## src/design/gbn_pkg.sv

```systemverilog
// ============================================================================
// gbn_pkg: shared types and constants of the Go-Back-N sender
// Widths, register map, event codes, ALU operation codes and the structs that
// travel between the sender's modules.
// ============================================================================
`default_nettype none

package gbn_pkg;

    // Sizes of the sender's state.
    localparam int WINDOW_MAX = 64;
    localparam int SEQ_BITS   = 16;
    localparam int TIMER_BITS = 16;

    // Fixed field widths.
    localparam int MODE_BITS  = 2;
    localparam int ACK_BITS   = 16;
    localparam int OSEQ_BITS  = 16;
    localparam int BYTE_BITS  = 32;
    localparam int WIN_BITS   = 7;
    localparam int CFG_BITS   = 16;

    // Derived sizes.
    localparam int LIM_BITS   = SEQ_BITS + 1;
    localparam int ALU_BITS   = (LIM_BITS > BYTE_BITS) ? LIM_BITS : BYTE_BITS;
    localparam int CNT_BITS   = (WINDOW_MAX > 1) ? $clog2(WINDOW_MAX) : 1;

    // APB register map: register i sits at byte address 4*i.
    localparam int APB_DATA_BITS = 32;
    localparam int REG_COUNT     = 4;
    localparam int REG_IDX_BITS  = $clog2(REG_COUNT);
    localparam int ADDR_BITS     = REG_IDX_BITS + 2;

    localparam logic [REG_IDX_BITS-1:0] REG_WINDOW_SIZE   = REG_IDX_BITS'(0);
    localparam logic [REG_IDX_BITS-1:0] REG_PACKET_COUNT  = REG_IDX_BITS'(1);
    localparam logic [REG_IDX_BITS-1:0] REG_TIMEOUT_TICKS = REG_IDX_BITS'(2);
    localparam logic [REG_IDX_BITS-1:0] REG_FRAME_BYTES   = REG_IDX_BITS'(3);

    // Register reset values.
    localparam logic [WIN_BITS-1:0] RST_WINDOW_SIZE   = WIN_BITS'(8);
    localparam logic [CFG_BITS-1:0] RST_PACKET_COUNT  = CFG_BITS'(10000);
    localparam logic [CFG_BITS-1:0] RST_TIMEOUT_TICKS = CFG_BITS'(100);
    localparam logic [CFG_BITS-1:0] RST_FRAME_BYTES   = CFG_BITS'(1036);

    // Event codes of an input beat.
    typedef enum logic [MODE_BITS-1:0] {
        MODE_START = 2'd0,
        MODE_ACK   = 2'd1,
        MODE_TICK  = 2'd2,
        MODE_NONE  = 2'd3
    } mode_t;

    typedef enum logic {
        ALU_ADD = 1'b0,
        ALU_SUB = 1'b1
    } alu_op_t;

    typedef struct packed {
        alu_op_t             op;
        logic [ALU_BITS-1:0] a;
        logic [ALU_BITS-1:0] b;
    } alu_req_t;

    typedef struct packed {
        logic [ALU_BITS-1:0] sum;
        logic                lt;
    } alu_rsp_t;

    typedef struct packed {
        logic [WIN_BITS-1:0] window_size;
        logic [CFG_BITS-1:0] packet_count;
        logic [CFG_BITS-1:0] timeout_ticks;
        logic [CFG_BITS-1:0] frame_bytes;
    } cfg_t;

    typedef struct packed {
        logic [OSEQ_BITS-1:0] seq_num;
        logic                 is_resend;
        logic                 last;
        logic [BYTE_BITS-1:0] bytes_total;
    } result_t;

endpackage

`default_nettype wire

```

## src/design/gbn_in_if.sv

```systemverilog
// ============================================================================
// gbn_in_if: event channel of the Go-Back-N sender
// One beat carries an event code and a cumulative ack number.
// ============================================================================
`default_nettype none

interface gbn_in_if
    import gbn_pkg::*;
();
    logic                 valid;
    logic                 ready;
    logic [MODE_BITS-1:0] mode;
    logic [ACK_BITS-1:0]  ack_num;

    modport source (output valid, output mode, output ack_num, input ready);
    modport sink   (input valid, input mode, input ack_num, output ready);
endinterface

`default_nettype wire

```

## src/design/gbn_out_if.sv

```systemverilog
// ============================================================================
// gbn_out_if: send channel of the Go-Back-N sender
// One beat describes one frame to transmit.
// ============================================================================
`default_nettype none

interface gbn_out_if
    import gbn_pkg::*;
();
    logic                 valid;
    logic                 ready;
    logic [OSEQ_BITS-1:0] seq_num;
    logic                 is_resend;
    logic                 last;
    logic [BYTE_BITS-1:0] bytes_total;

    modport source (output valid, output seq_num, output is_resend, output last,
                    output bytes_total, input ready);
    modport sink   (input valid, input seq_num, input is_resend, input last,
                    input bytes_total, output ready);
endinterface

`default_nettype wire

```

## src/design/gbn_regs.sv

```systemverilog
// ============================================================================
// gbn_regs: APB configuration registers
// Window size, packet count, timeout and frame size, with read-back.
// ============================================================================
`default_nettype none

module gbn_regs
    import gbn_pkg::*;
(
    input  wire logic                     clk,
    input  wire logic                     rst_n,
    input  wire logic                     psel,
    input  wire logic                     penable,
    input  wire logic                     pwrite,
    input  wire logic [ADDR_BITS-1:0]     paddr,
    input  wire logic [APB_DATA_BITS-1:0] pwdata,
    output logic      [APB_DATA_BITS-1:0] prdata,
    output logic                          pready,
    output cfg_t                          cfg
);

    cfg_t                    cfg_reg;
    cfg_t                    cfg_next;
    logic [REG_IDX_BITS-1:0] idx;
    logic                    wr_en;

    assign idx    = paddr[ADDR_BITS-1:2];
    assign wr_en  = psel && penable && pwrite;
    assign pready = 1'b1;
    assign cfg    = cfg_reg;

    always_comb
    begin
        cfg_next = cfg_reg;
        if (wr_en)
        begin
            unique case (idx)
                REG_WINDOW_SIZE:   cfg_next.window_size   = pwdata[WIN_BITS-1:0];
                REG_PACKET_COUNT:  cfg_next.packet_count  = pwdata[CFG_BITS-1:0];
                REG_TIMEOUT_TICKS: cfg_next.timeout_ticks = pwdata[CFG_BITS-1:0];
                REG_FRAME_BYTES:   cfg_next.frame_bytes   = pwdata[CFG_BITS-1:0];
                default:           cfg_next = cfg_reg;
            endcase
        end
    end

    always_comb
    begin
        unique case (idx)
            REG_WINDOW_SIZE:   prdata = APB_DATA_BITS'(cfg_reg.window_size);
            REG_PACKET_COUNT:  prdata = APB_DATA_BITS'(cfg_reg.packet_count);
            REG_TIMEOUT_TICKS: prdata = APB_DATA_BITS'(cfg_reg.timeout_ticks);
            REG_FRAME_BYTES:   prdata = APB_DATA_BITS'(cfg_reg.frame_bytes);
            default:           prdata = '0;
        endcase
    end

    always_ff @(posedge clk or negedge rst_n)
    begin
        if (!rst_n)
        begin
            cfg_reg.window_size   <= RST_WINDOW_SIZE;
            cfg_reg.packet_count  <= RST_PACKET_COUNT;
            cfg_reg.timeout_ticks <= RST_TIMEOUT_TICKS;
            cfg_reg.frame_bytes   <= RST_FRAME_BYTES;
        end
        else
        begin
            cfg_reg <= cfg_next;
        end
    end

endmodule

`default_nettype wire

```

## src/design/gbn_alu.sv

```systemverilog
// ============================================================================
// gbn_alu: shared adder and comparator
// Adds, or subtracts and reports a borrow as an unsigned less-than.
// ============================================================================
`default_nettype none

module gbn_alu
    import gbn_pkg::*;
(
    input  alu_req_t req,
    output alu_rsp_t rsp
);

    logic [ALU_BITS-1:0] b_eff;
    logic [ALU_BITS:0]   full;
    logic                is_sub;

    always_comb
    begin
        is_sub  = (req.op == ALU_SUB);
        b_eff   = is_sub ? ~req.b : req.b;
        full    = {1'b0, req.a} + {1'b0, b_eff} + {{ALU_BITS{1'b0}}, is_sub};
        rsp.sum = full[ALU_BITS-1:0];
        // With a + ~b + 1 the carry out is set exactly when a >= b.
        rsp.lt  = is_sub && !full[ALU_BITS];
    end

endmodule

`default_nettype wire

```

## src/design/gbn_seq.sv

```systemverilog
// ============================================================================
// gbn_seq: Go-Back-N sequencer
// Holds the window state and steps the work of each event through the shared ALU.
// ============================================================================
`default_nettype none

module gbn_seq
    import gbn_pkg::*;
(
    input  wire logic                 clk,
    input  wire logic                 rst_n,
    input  wire logic                 in_fire,
    input  wire logic [MODE_BITS-1:0] in_mode,
    input  wire logic [ACK_BITS-1:0]  in_ack,
    output logic                      in_ready,
    input  cfg_t                      cfg,
    output alu_req_t                  alu_req,
    input  alu_rsp_t                  alu_rsp,
    input  wire logic                 out_free,
    output logic                      push,
    output result_t                   res
);

    typedef enum logic [13:0] {
        S_IDLE     = 14'h0001,
        S_ACK_LO   = 14'h0002,
        S_ACK_HI   = 14'h0004,
        S_ACK_INC  = 14'h0008,
        S_ACK_TMR  = 14'h0010,
        S_TICK_CMP = 14'h0020,
        S_TICK_DEC = 14'h0040,
        S_LIM_ADD  = 14'h0080,
        S_LIM_MIN  = 14'h0100,
        S_CHK      = 14'h0200,
        S_SUM      = 14'h0400,
        S_INC      = 14'h0800,
        S_LAST     = 14'h1000,
        S_EMIT     = 14'h2000
    } state_t;

    localparam logic [CNT_BITS-1:0] CNT_MAX = CNT_BITS'(WINDOW_MAX - 1);

    state_t                state_reg, state_next;
    logic [SEQ_BITS-1:0]   base_reg, base_next;
    logic [SEQ_BITS-1:0]   nseq_reg, nseq_next;
    logic                  run_reg, run_next;
    logic [TIMER_BITS-1:0] left_reg, left_next;
    logic [BYTE_BITS-1:0]  sum_reg, sum_next;
    logic [SEQ_BITS-1:0]   cur_reg, cur_next;
    logic [LIM_BITS-1:0]   lim_reg, lim_next;
    logic [CNT_BITS-1:0]   cnt_reg, cnt_next;
    logic [ACK_BITS-1:0]   ack_reg, ack_next;
    logic                  resend_reg, resend_next;
    result_t               res_reg, res_next;
    logic [ALU_BITS-1:0]   win_eff;
    logic [TIMER_BITS-1:0] tmo;

    assign in_ready = (state_reg == S_IDLE);
    assign push     = (state_reg == S_EMIT) && out_free;
    assign res      = res_reg;
    assign tmo      = TIMER_BITS'(cfg.timeout_ticks);

    // Window sizes above the maximum behave as the maximum.
    assign win_eff = (ALU_BITS'(cfg.window_size) > ALU_BITS'(WINDOW_MAX))
                   ? ALU_BITS'(WINDOW_MAX) : ALU_BITS'(cfg.window_size);

    always_comb
    begin
        state_next  = state_reg;
        base_next   = base_reg;
        nseq_next   = nseq_reg;
        run_next    = run_reg;
        left_next   = left_reg;
        sum_next    = sum_reg;
        cur_next    = cur_reg;
        lim_next    = lim_reg;
        cnt_next    = cnt_reg;
        ack_next    = ack_reg;
        resend_next = resend_reg;
        res_next    = res_reg;
        alu_req.op  = ALU_ADD;
        alu_req.a   = '0;
        alu_req.b   = '0;

        unique case (state_reg)
            S_IDLE:
            begin
                if (in_fire)
                begin
                    ack_next = in_ack;
                    cnt_next = '0;
                    unique case (mode_t'(in_mode))
                        MODE_START: state_next = S_LIM_ADD;
                        MODE_ACK:   state_next = S_ACK_LO;
                        MODE_TICK:  state_next = run_reg ? S_TICK_CMP : S_IDLE;
                        default:    state_next = S_IDLE;
                    endcase
                end
            end
            S_ACK_LO:
            begin
                // A stale ack below the window base is dropped.
                alu_req.op = ALU_SUB;
                alu_req.a  = ALU_BITS'(ack_reg);
                alu_req.b  = ALU_BITS'(base_reg);
                state_next = alu_rsp.lt ? S_IDLE : S_ACK_HI;
            end
            S_ACK_HI:
            begin
                // An ack for a frame never sent is dropped too.
                alu_req.op = ALU_SUB;
                alu_req.a  = ALU_BITS'(ack_reg);
                alu_req.b  = ALU_BITS'(nseq_reg);
                state_next = alu_rsp.lt ? S_ACK_INC : S_IDLE;
            end
            S_ACK_INC:
            begin
                alu_req.a  = ALU_BITS'(ack_reg);
                alu_req.b  = ALU_BITS'(1);
                base_next  = alu_rsp.sum[SEQ_BITS-1:0];
                state_next = S_ACK_TMR;
            end
            S_ACK_TMR:
            begin
                alu_req.op = ALU_SUB;
                alu_req.a  = ALU_BITS'(base_reg);
                alu_req.b  = ALU_BITS'(nseq_reg);
                if (alu_rsp.lt)
                begin
                    run_next  = 1'b1;
                    left_next = tmo;
                end
                else
                begin
                    run_next  = 1'b0;
                    left_next = '0;
                end
                state_next = S_LIM_ADD;
            end
            S_TICK_CMP:
            begin
                // Expiry when at most one tick is left.
                alu_req.op = ALU_SUB;
                alu_req.a  = ALU_BITS'(left_reg);
                alu_req.b  = ALU_BITS'(2);
                if (alu_rsp.lt)
                begin
                    resend_next = 1'b1;
                    cur_next    = base_reg;
                    lim_next    = LIM_BITS'(nseq_reg);
                    state_next  = S_CHK;
                end
                else
                begin
                    state_next = S_TICK_DEC;
                end
            end
            S_TICK_DEC:
            begin
                alu_req.op = ALU_SUB;
                alu_req.a  = ALU_BITS'(left_reg);
                alu_req.b  = ALU_BITS'(1);
                left_next  = alu_rsp.sum[TIMER_BITS-1:0];
                state_next = S_IDLE;
            end
            S_LIM_ADD:
            begin
                alu_req.a  = ALU_BITS'(base_reg);
                alu_req.b  = win_eff;
                lim_next   = alu_rsp.sum[LIM_BITS-1:0];
                state_next = S_LIM_MIN;
            end
            S_LIM_MIN:
            begin
                alu_req.op = ALU_SUB;
                alu_req.a  = ALU_BITS'(cfg.packet_count);
                alu_req.b  = ALU_BITS'(lim_reg);
                if (alu_rsp.lt)
                begin
                    lim_next = LIM_BITS'(cfg.packet_count);
                end
                resend_next = 1'b0;
                cur_next    = nseq_reg;
                state_next  = S_CHK;
            end
            S_CHK:
            begin
                alu_req.op = ALU_SUB;
                alu_req.a  = ALU_BITS'(cur_reg);
                alu_req.b  = ALU_BITS'(lim_reg);
                if (alu_rsp.lt)
                begin
                    state_next = S_SUM;
                end
                else
                begin
                    if (resend_reg)
                    begin
                        run_next  = 1'b1;
                        left_next = tmo;
                    end
                    state_next = S_IDLE;
                end
            end
            S_SUM:
            begin
                alu_req.a            = ALU_BITS'(sum_reg);
                alu_req.b            = ALU_BITS'(cfg.frame_bytes);
                sum_next             = alu_rsp.sum[BYTE_BITS-1:0];
                res_next.bytes_total = alu_rsp.sum[BYTE_BITS-1:0];
                res_next.seq_num     = OSEQ_BITS'(cur_reg);
                res_next.is_resend   = resend_reg;
                // The first frame of an empty window starts the timer.
                if (!resend_reg && (base_reg == cur_reg))
                begin
                    run_next  = 1'b1;
                    left_next = tmo;
                end
                state_next = S_INC;
            end
            S_INC:
            begin
                alu_req.a = ALU_BITS'(cur_reg);
                alu_req.b = ALU_BITS'(1);
                cur_next  = alu_rsp.sum[SEQ_BITS-1:0];
                if (!resend_reg)
                begin
                    nseq_next = alu_rsp.sum[SEQ_BITS-1:0];
                end
                state_next = S_LAST;
            end
            S_LAST:
            begin
                alu_req.op    = ALU_SUB;
                alu_req.a     = ALU_BITS'(cur_reg);
                alu_req.b     = ALU_BITS'(lim_reg);
                res_next.last = !alu_rsp.lt || (cnt_reg == CNT_MAX);
                state_next    = S_EMIT;
            end
            S_EMIT:
            begin
                if (out_free)
                begin
                    cnt_next = cnt_reg + CNT_BITS'(1);
                    if (res_reg.last)
                    begin
                        if (resend_reg)
                        begin
                            run_next  = 1'b1;
                            left_next = tmo;
                        end
                        state_next = S_IDLE;
                    end
                    else
                    begin
                        state_next = S_SUM;
                    end
                end
            end
            default:
            begin
                state_next = S_IDLE;
            end
        endcase
    end

    always_ff @(posedge clk or negedge rst_n)
    begin
        if (!rst_n)
        begin
            state_reg <= S_IDLE;
            base_reg  <= '0;
            nseq_reg  <= '0;
            run_reg   <= 1'b0;
            left_reg  <= '0;
            sum_reg   <= '0;
        end
        else
        begin
            state_reg <= state_next;
            base_reg  <= base_next;
            nseq_reg  <= nseq_next;
            run_reg   <= run_next;
            left_reg  <= left_next;
            sum_reg   <= sum_next;
        end
    end

    always_ff @(posedge clk)
    begin
        cur_reg    <= cur_next;
        lim_reg    <= lim_next;
        cnt_reg    <= cnt_next;
        ack_reg    <= ack_next;
        resend_reg <= resend_next;
        res_reg    <= res_next;
    end

    // A beat marked last always returns the sequencer to idle.
    a_last_ends: assert property (@(posedge clk) disable iff (!rst_n)
        (push && res_reg.last) |=> (state_reg == S_IDLE))
        else $error("sequencer kept sending after the last beat");

    // The burst never exceeds the beat cap.
    a_cap_last: assert property (@(posedge clk) disable iff (!rst_n)
        (push && (cnt_reg == CNT_MAX)) |-> res_reg.last)
        else $error("burst ran past the beat cap");

    // Every frame sent lies below its bound.
    a_in_bound: assert property (@(posedge clk) disable iff (!rst_n)
        (state_reg == S_SUM) |-> (LIM_BITS'(cur_reg) < lim_reg))
        else $error("frame sent beyond its bound");

    // The byte total advances by one frame size per frame.
    a_bytes: assert property (@(posedge clk) disable iff (!rst_n)
        (state_reg == S_SUM) |=>
            (sum_reg == $past(sum_reg) + BYTE_BITS'($past(cfg.frame_bytes))))
        else $error("byte total out of step");

endmodule

`default_nettype wire

```

## src/design/go_back_n_sender.sv

```systemverilog
// ============================================================================
// go_back_n_sender: Go-Back-N ARQ sender control
// Turns start, ack and tick events into the sequence of frames to transmit.
// ============================================================================
//
// Each event beat is taken only while the sequencer is idle; the event
// channel is not ready while the sequencer works on it. A start sets the
// window limit first; an accepted ack moves the base and the timer first.
// Each frame sent takes the byte total, the sequence increment and the
// end-of-burst compare, then the hand-off, which waits while the send
// channel stalls. All sums and compares go through a single shared adder.
// The send side has its own output register, so a new event is taken while
// the final frame of the previous one still waits there. Stale acks and acks
// for frames never sent are dropped without any send beat; mode 3 and ticks
// while the timer is stopped do nothing. Configuration is to be written
// through the APB port while the block is idle; the block itself does not
// enforce this.
//
`default_nettype none

module go_back_n_sender
    import gbn_pkg::*;
(
    input  wire logic                     clk,
    input  wire logic                     rst_n,
    gbn_in_if.sink                        in_ch,
    gbn_out_if.source                     out_ch,
    input  wire logic                     psel,
    input  wire logic                     penable,
    input  wire logic                     pwrite,
    input  wire logic [ADDR_BITS-1:0]     paddr,
    input  wire logic [APB_DATA_BITS-1:0] pwdata,
    output logic      [APB_DATA_BITS-1:0] prdata,
    output logic                          pready
);

    cfg_t     cfg;
    alu_req_t alu_req;
    alu_rsp_t alu_rsp;
    logic     in_ready;
    logic     in_fire;
    logic     out_free;
    logic     push;
    result_t  res;
    logic     ov_reg, ov_next;
    result_t  out_reg;

    gbn_regs u_regs (
        .clk     (clk),
        .rst_n   (rst_n),
        .psel    (psel),
        .penable (penable),
        .pwrite  (pwrite),
        .paddr   (paddr),
        .pwdata  (pwdata),
        .prdata  (prdata),
        .pready  (pready),
        .cfg     (cfg)
    );

    gbn_alu u_alu (
        .req (alu_req),
        .rsp (alu_rsp)
    );

    // An event beat is taken only when the sequencer sits idle.
    assign in_ch.ready = in_ready;
    assign in_fire     = in_ch.valid && in_ready;

    gbn_seq u_seq (
        .clk      (clk),
        .rst_n    (rst_n),
        .in_fire  (in_fire),
        .in_mode  (in_ch.mode),
        .in_ack   (in_ch.ack_num),
        .in_ready (in_ready),
        .cfg      (cfg),
        .alu_req  (alu_req),
        .alu_rsp  (alu_rsp),
        .out_free (out_free),
        .push     (push),
        .res      (res)
    );

    // Output register: the next frame may be loaded in the same cycle that
    // the sink takes the current one.
    assign out_free = !ov_reg || out_ch.ready;

    always_comb
    begin
        if (push)
        begin
            ov_next = 1'b1;
        end
        else if (out_ch.ready)
        begin
            ov_next = 1'b0;
        end
        else
        begin
            ov_next = ov_reg;
        end
    end

    always_ff @(posedge clk or negedge rst_n)
    begin
        if (!rst_n)
        begin
            ov_reg <= 1'b0;
        end
        else
        begin
            ov_reg <= ov_next;
        end
    end

    always_ff @(posedge clk)
    begin
        if (push)
        begin
            out_reg <= res;
        end
    end

    assign out_ch.valid       = ov_reg;
    assign out_ch.seq_num     = out_reg.seq_num;
    assign out_ch.is_resend   = out_reg.is_resend;
    assign out_ch.last        = out_reg.last;
    assign out_ch.bytes_total = out_reg.bytes_total;

endmodule

`default_nettype wire
```

## src/flat_wrapper.sv

```systemverilog
// flat-port wrapper written by rule: the top's interface ports become plain ports
module go_back_n_sender_flat import gbn_pkg::*;
  (clk, rst_n, psel, penable, pwrite, paddr, pwdata, prdata, pready, in_ch_valid, in_ch_mode, in_ch_ack_num, in_ch_ready, out_ch_valid, out_ch_seq_num, out_ch_is_resend, out_ch_last, out_ch_bytes_total, out_ch_ready);
  gbn_in_if in_ch_i ();
  gbn_out_if out_ch_i ();
  input  wire logic clk;
  input  wire logic rst_n;
  input  wire logic psel;
  input  wire logic penable;
  input  wire logic pwrite;
  input  wire logic [ADDR_BITS-1:0] paddr;
  input  wire logic [APB_DATA_BITS-1:0] pwdata;
  output logic      [APB_DATA_BITS-1:0] prdata;
  output logic pready;
  input wire logic [$bits(in_ch_i.valid)-1:0] in_ch_valid;
  input wire logic [$bits(in_ch_i.mode)-1:0] in_ch_mode;
  input wire logic [$bits(in_ch_i.ack_num)-1:0] in_ch_ack_num;
  output wire logic [$bits(in_ch_i.ready)-1:0] in_ch_ready;
  output wire logic [$bits(out_ch_i.valid)-1:0] out_ch_valid;
  output wire logic [$bits(out_ch_i.seq_num)-1:0] out_ch_seq_num;
  output wire logic [$bits(out_ch_i.is_resend)-1:0] out_ch_is_resend;
  output wire logic [$bits(out_ch_i.last)-1:0] out_ch_last;
  output wire logic [$bits(out_ch_i.bytes_total)-1:0] out_ch_bytes_total;
  input wire logic [$bits(out_ch_i.ready)-1:0] out_ch_ready;
  assign in_ch_i.valid = in_ch_valid;
  assign in_ch_i.mode = in_ch_mode;
  assign in_ch_i.ack_num = in_ch_ack_num;
  assign in_ch_ready = in_ch_i.ready;
  assign out_ch_valid = out_ch_i.valid;
  assign out_ch_seq_num = out_ch_i.seq_num;
  assign out_ch_is_resend = out_ch_i.is_resend;
  assign out_ch_last = out_ch_i.last;
  assign out_ch_bytes_total = out_ch_i.bytes_total;
  assign out_ch_i.ready = out_ch_ready;
  go_back_n_sender u_core (.clk(clk), .rst_n(rst_n), .in_ch(in_ch_i), .out_ch(out_ch_i), .psel(psel), .penable(penable), .pwrite(pwrite), .paddr(paddr), .pwdata(pwdata), .prdata(prdata), .pready(pready));
endmodule
```

## config.mk

```make
export PLATFORM = sky130hd
export DESIGN_NAME = go_back_n_sender_flat
export DESIGN_NICKNAME = d
export VERILOG_FILES = /design/src/design/gbn_pkg.sv /design/src/design/gbn_in_if.sv /design/src/design/gbn_out_if.sv /design/src/design/gbn_regs.sv /design/src/design/gbn_alu.sv /design/src/design/gbn_seq.sv /design/src/design/go_back_n_sender.sv /design/src/flat_wrapper.sv
export SDC_FILE = /design/constraint.sdc
export NUM_CORES = 1
export LEC_CHECK = 0
export BUFFER_PORTS_ARGS = -buffer_cell sky130_fd_sc_hd__buf_4
export CORE_MARGIN = 2
export CORE_UTILIZATION = 55
export CTS_CLUSTER_DIAMETER = 60
export DETAILED_ROUTE_END_ITERATION = 16
export PLACE_DENSITY = 0.75
export SLEW_MARGIN = 20
export SYNTH_ARGS = -nofsm -noshare
export SYNTH_HDL_FRONTEND = slang
export SYNTH_SLANG_ARGS = --single-unit
```

## constraint.sdc

```tcl
create_clock -name clk -period 10.66 [get_ports clk]
set_input_delay 0.533 -clock clk [delete_from_list [all_inputs] [get_ports clk]]
set_output_delay 0.533 -clock clk [all_outputs]
set_load 0.02 [all_outputs]
```

Yosys cells after proc, flatten, opt, wreduce, memory -nomap -nowiden
Cells that the tools add are included.
- divide/modulo/power cells: 0
- bitwise logic cells: 2
- equal/unequal tests: 28
- shifts and indexed selects: 0
- mux-type cells: 41
- multiply operators: 0
- add/sub/neg operators: 3
- $lt $le $gt $ge: 1
- reductions and logical operators: 36
- operators by type and width (cell ; number):
    $pmux W64 S11 ; 1
    $pmux W14 S13 ; 1
    $pmux W32 S4 ; 1
    $mux W16 ; 7
    $pmux W16 S5 ; 1
    $pmux W17 S3 ; 1
    $pmux W16 S3 ; 1
    $mux W17 ; 2
    $add A32 B32 Y33 ; 1
    $add A33 B1 Y33 ; 1
    $mux W32 ; 1
    $not A32 Y32 ; 1
    $mux W14 ; 2
    $pmux W8 S3 ; 1
    $mux W11 ; 2
    $mux W6 ; 3
    $reduce_and A2 Y1 ; 9
    $eq A16 B16 Y1 ; 1
    $eq A14 B1 Y1 const B ; 1
    $eq A14 B10 Y1 const B ; 1
    $eq A14 B11 Y1 const B ; 1
    $eq A14 B12 Y1 const B ; 1
    $eq A14 B13 Y1 const B ; 1
    $eq A14 B14 Y1 const B ; 1
    35 further kinds ; 68
- memory bits (writable): 0
- memory bits (read-only): 0
- logic and storage cells: 135
- bits in latches: 0
- register bits: 307
- bits of input ports: 61
- memories kept: 0

Depth between registers and ports, before layout
- depth after elaboration: 11
- depth in mapped cells: 24
- mapped depth without buffers: 20

By module
From an unflattened synthesis, not the netlist that was laid out.
- cells, all modules: 1324
- area total of the unflattened synthesis: 16016.6 um^2
- by module, submodules not included (module ; sequential area each (um^2) ; area each (um^2) ; cells an instance ; times used):
    gbn_seq ; 5561.6 ; 9559.2 ; 782 ; 1
    gbn_regs ; 1391.3 ; 2678.8 ; 169 ; 1
    gbn_alu ; 0.0 ; 2223.4 ; 319 ; 1
    go_back_n_sender ; 1526.5 ; 1555.2 ; 54 ; 1

Worst setup path before layout
No wires, ideal clock.
- path kind: flip-flop to flip-flop
- from: register u_core.u_seq.state_reg[6]
- to: register u_core.u_seq.left_reg[10]
- buffers on the path: 3
- data required time: 10.535 ns
- setup slack: 5.113 ns
- stages on the path, launching flop included: 24
- period minus slack after synthesis: 5.547 ns
- data arrival time: 5.421 ns
- path through: dfrtp_1 > buf_6 > or4_4 > nor3_2 > nand4b_2 > inv_1 > buf_2 > a221oi_1 > nand2_1 > a21oi_1 > xnor2_1 > inv_1 > fa_1 > nand2b_1 > a21oi_1 > o211ai_1 > a21oi_1 > a31o_2 > a21oi_4 > and3_1 > or3_4 > a41oi_4 > buf_6 > mux2_4
- longest elaborated chain between the ends: 11
- elaborated cells on any way between the ends: 31
- classes of those cells: add/sub: 2; eq/ne: 17; mux: 5; bitwise: 1; reduce/logical: 6
- ends and longest elaborated chain (what ; RTL line ; source):
    start: declaration ; gbn_seq.sv:43 ; state_t state_reg, state_next;
    start signal: assignment ; gbn_seq.sv:280 ; state_reg <= state_next;
    $eq A14 B13 Y1 or $eq A14 B10 Y1 (tied branches) ; gbn_seq.sv:85 ; unique case (state_reg)
    $reduce_or A2 Y1 (no line) ; -- ;
    $pmux W64 S11 ; gbn_seq.sv:85 ;
    $not A32 Y32 ; gbn_alu.sv:21 ; b_eff = is_sub ? ~req.b : req.b;
    $mux W32 ; gbn_alu.sv:21 ;
    $add A32 B32 Y33 ; gbn_alu.sv:22 ; full = {1'b0, req.a} + {1'b0, b_eff} + {{ALU_BITS{1'b0}}, is_sub};
    $add A33 B1 Y33 ; gbn_alu.sv:22 ;
    $logic_not A1 Y1 ; gbn_alu.sv:25 ; rsp.lt = is_sub && !full[ALU_BITS];
    $logic_and A1 B1 Y1 ; gbn_alu.sv:25 ;
    $mux W16 or $ne A2 B2 Y1 (tied branches) ; -- ;
    $pmux W16 S5 or $reduce_and A5 Y1 (tied branches) ; -- ;
    end signal: assignment ; gbn_seq.sv:284 ; left_reg <= left_next;
    end: declaration ; gbn_seq.sv:47 ; logic [TIMER_BITS-1:0] left_reg, left_next;
Parallel ways exist; a longest one is shown, timed or not.
A chain may end at the register's enable or synchronous reset.

Final worst setup path
- from: register u_core.u_seq.state_reg[3]
- to: register u_core.u_seq.left_reg[0]
Same word-level chain as after synthesis.

==> reports/metrics.yaml <==
power_density_nw_per_um2: 162.3
startpoint: "u_core.u_seq.state_reg[3]$_DFFE_PN0P_"
yosys.cell_types.count: 84
p_leak_uw: 0.007407
slew_headroom_pct: 29.71
io_buffer_count: 110
synthTopCellsByArea: "edfxtp_1 30%, dfrtp_1 22%, mux2_2 5.8%"
drv_cap: 0
totalWireLength_um: 38440
synth_top_area_share_pct: 30.42
stdcell_count: 1810
status: "finished clean"
yosys.area.top_type: "edfxtp_1"
largest_reg_flops: 55
pre_cts_ws_ns: 3.355
drcViolationCount: 0
route.vias.total: 11040
core-area_um2: 27710
clk_pin_slew_ns: 0.06
finalClockSkew_ns: 0.01596
ys_ff_latch: 307
die_area_um2: 29360
ys_warn_count: 0
grt_pass1_vias: 10270
clock.fmax_mhz: 132.7
area_delta_synth_final_pct: 13.72
crit_required_ns: 11.04
insertion_delay_ns: 0.51
report.final.slew_viol_count: 0
rsz0062_at_grt: "no"
grt_max_degree: 104
synth_cells: 1319
r2r_end: "u_core.u_seq.left_reg[0]$_DFFE_PN0P_"
setup_slack_ns: 3.127
dpl.hpwl_um: 26990
gr-total-overflow: 0
die_w_um: 171.3
finalPower_uw: 2843
r2r-start: "u_core.u_seq.state_reg[3]$_DFFE_PN0P_"
layout.nets: 1501
critPathCaptureType: "flip-flop"
drive_gt1_share_pct: 22.63
ys_seq_area_share_pct: 55.06
period_needed_ns: 7.533
fin_crit_sh_pct: 70.67
post-route-util_pct: 63.22
drtIter0Drc: 1260
synth_ff_type: "edfxtp_1"
r2r_cells: 20
grt_pass1_wl_um: 59860
cts_resized: 0
wl_per_cell_um: 21.23
hold_viol: 0
drtAntennaViolNets: 0
cts_setup_buffers: 0
cts_buffers: 34
async_reset_ff_share_pct: 49.19
clockRootBuffer: "clkbuf_16"
start_util_pct: 55.59
htree_levels: 2
die_h_um: 171.3
vias_per_cell: 6.099
reg2reg_slack_ns: 3.13
gp_congestion: 0.9387
synth_edf_count: 156
cp-start-kind: "flip-flop"
hold_buffers: 0
place_inst: 1748
setup_viol: 0
drt_first_pass_iters: 7
cp_max_fo: 18
antenna_found_initial: 0
pin_count: 146
clockBufferDepth: 3
path_class: "reg2reg"
setup_tns_ns: 0
track_usage_pct: 26.56
arrival_ns: 7.92
hold_class: "in2async"
n_antenna_cell: 0
rows: 61
syn_area_um2: 15400
clock_sinks: 307
worst_pin_slew_ns: 1.050
cts_tree: "built"
syn_avg_cell_area_um2: 11.68
ir_drop_uv: 124.3
## layout make-up
type	instances	area, um2
multi-input combinational	900	6417
sequential	307	8479
clock buffer	42	922.1
tap	378	473.0
inverter	42	158.9
timing repair buffer	122	923.4
fill	2168	10190
clock inverter	19	140.1
## per-layer routing
layer  global-route usage [%]  wire length (um)  vias to the layer above
met5                        0                 0                        -
met2                    38.87             16920                      497
met3                    4.073              3322                       53
met1                    41.92             17580                     5418
met4                    5.601               607                        0
li1                         -                 -                     5072
## power breakdown
part           internal, uW  total [uW]  leakage (uW)  switching, uW
Clock                   645        1120      0.000535            472
Combinational           138         324       0.00347            186
Sequential             1330        1400       0.00340           75.3
Total                  2110        2840       0.00741            734
## worst max-delay path, cell delays in order (launching register included)
cell	delay [ns]
dfrtp_1	0.48
or3_1	0.55
nor2_1	0.34
nand2_1	0.20
nor3_1	0.30
nand3b_1	0.59
nor2_1	0.51
a21oi_1	0.16
xnor2_1	0.23
inv_1	0.09
fa_1	0.43
nand2b_1	0.20
a21oi_1	0.27
o211ai_1	0.20
a21oi_1	0.55
a31o_2	0.39
a21oi_4	0.16
and3_1	0.23
or3_4	0.43
a41oi_4	0.67
mux2_2	0.42
## cells in the final DEF (no fill, tap or decap), types with 9 or more instances in the layout
cell         n
a21o_1      21
a21oi_1     36
a222oi_1    11
a22o_1      19
a22oi_1     73
and2_1      22
and3_1      16
buf_4      120
clkbuf_16   35
clkinv_2     9
conb_1      17
dfrtp_1    138
dfstp_2     13
edfxtp_1   156
ha_1        32
inv_1       39
mux2_2      80
mux2_4      10
nand2_1    135
nand3_1     29
nand4_1     16
nor2_1      48
nor2b_1     10
nor3_1      17
o211ai_1    10
o21ai_0    104
xnor2_1     40
xor2_1      20
## synth_stat cells, types with 8 or more instances
| cell | number |
|---|---|
| nand2b_1 | 8 |
| a21oi_1 | 36 |
| xor2_1 | 20 |
| nor2b_1 | 11 |
| ha_1 | 32 |
| mux2_2 | 80 |
| nor3_1 | 17 |
| a22oi_1 | 73 |
| a22o_1 | 19 |
| edfxtp_1 | 156 |
| and3_1 | 16 |
| nand3_1 | 29 |
| o21ai_0 | 104 |
| dfstp_2 | 13 |
| and2_1 | 22 |
| nand4_1 | 16 |
| o211ai_1 | 10 |
| xnor2_1 | 40 |
| clkbuf_1 | 48 |
| nor2_1 | 49 |
| buf_4 | 18 |
| dfrtp_1 | 138 |
| a222oi_1 | 11 |
| mux2_4 | 10 |
| inv_1 | 41 |
| nand2_1 | 135 |
| a21o_1 | 21 |
## per-stage QoR
step                hold slack [ns]  instance area [um2]
finish                       0.1118                17510
global route                 0.1799                17510
CTS                          0.1722                17500
detailed placement           0.4045                16440
global placement             0.4003                16430
floorplan                    0.2374                15460
## worst max path at each step
| stage | to | slack [ns] | cells after the start |
|---|---|---|---|
| after floorplan | u_core.u_seq.left_reg[10]$_DFFE_PN0P_ | 5.11 | 23 |
| after global placement | u_core.u_seq.left_reg[0]$_DFFE_PN0P_ | 3.37 | 20 |
| after detailed placement | u_core.u_seq.left_reg[15]$_DFFE_PN0P_ | 3.35 | 20 |
| after CTS | u_core.u_seq.left_reg[0]$_DFFE_PN0P_ | 3.31 | 20 |
| after global routing | u_core.u_seq.left_reg[0]$_DFFE_PN0P_ | 2.70 | 20 |
| final | u_core.u_seq.left_reg[0]$_DFFE_PN0P_ | 3.13 | 20 |
## cell families (layout without fill, tap and decap cells)
kind of cell | count (synthesis) | in the layout | share of synthesized area (%)
simple gates | 352 | 352 | 11.50
compound gates | 336 | 336 | 15.20
flops | 307 | 307 | 55.06
buf+inv | 127 | 225 | 3.835
mux | 101 | 101 | 8.108
xor+xnor | 61 | 61 | 3.518
fa+ha+maj | 33 | 33 | 2.730
other cells | 2 | 17 | 0.04876
No activity file was read; power rests on OpenSTA's default activity.
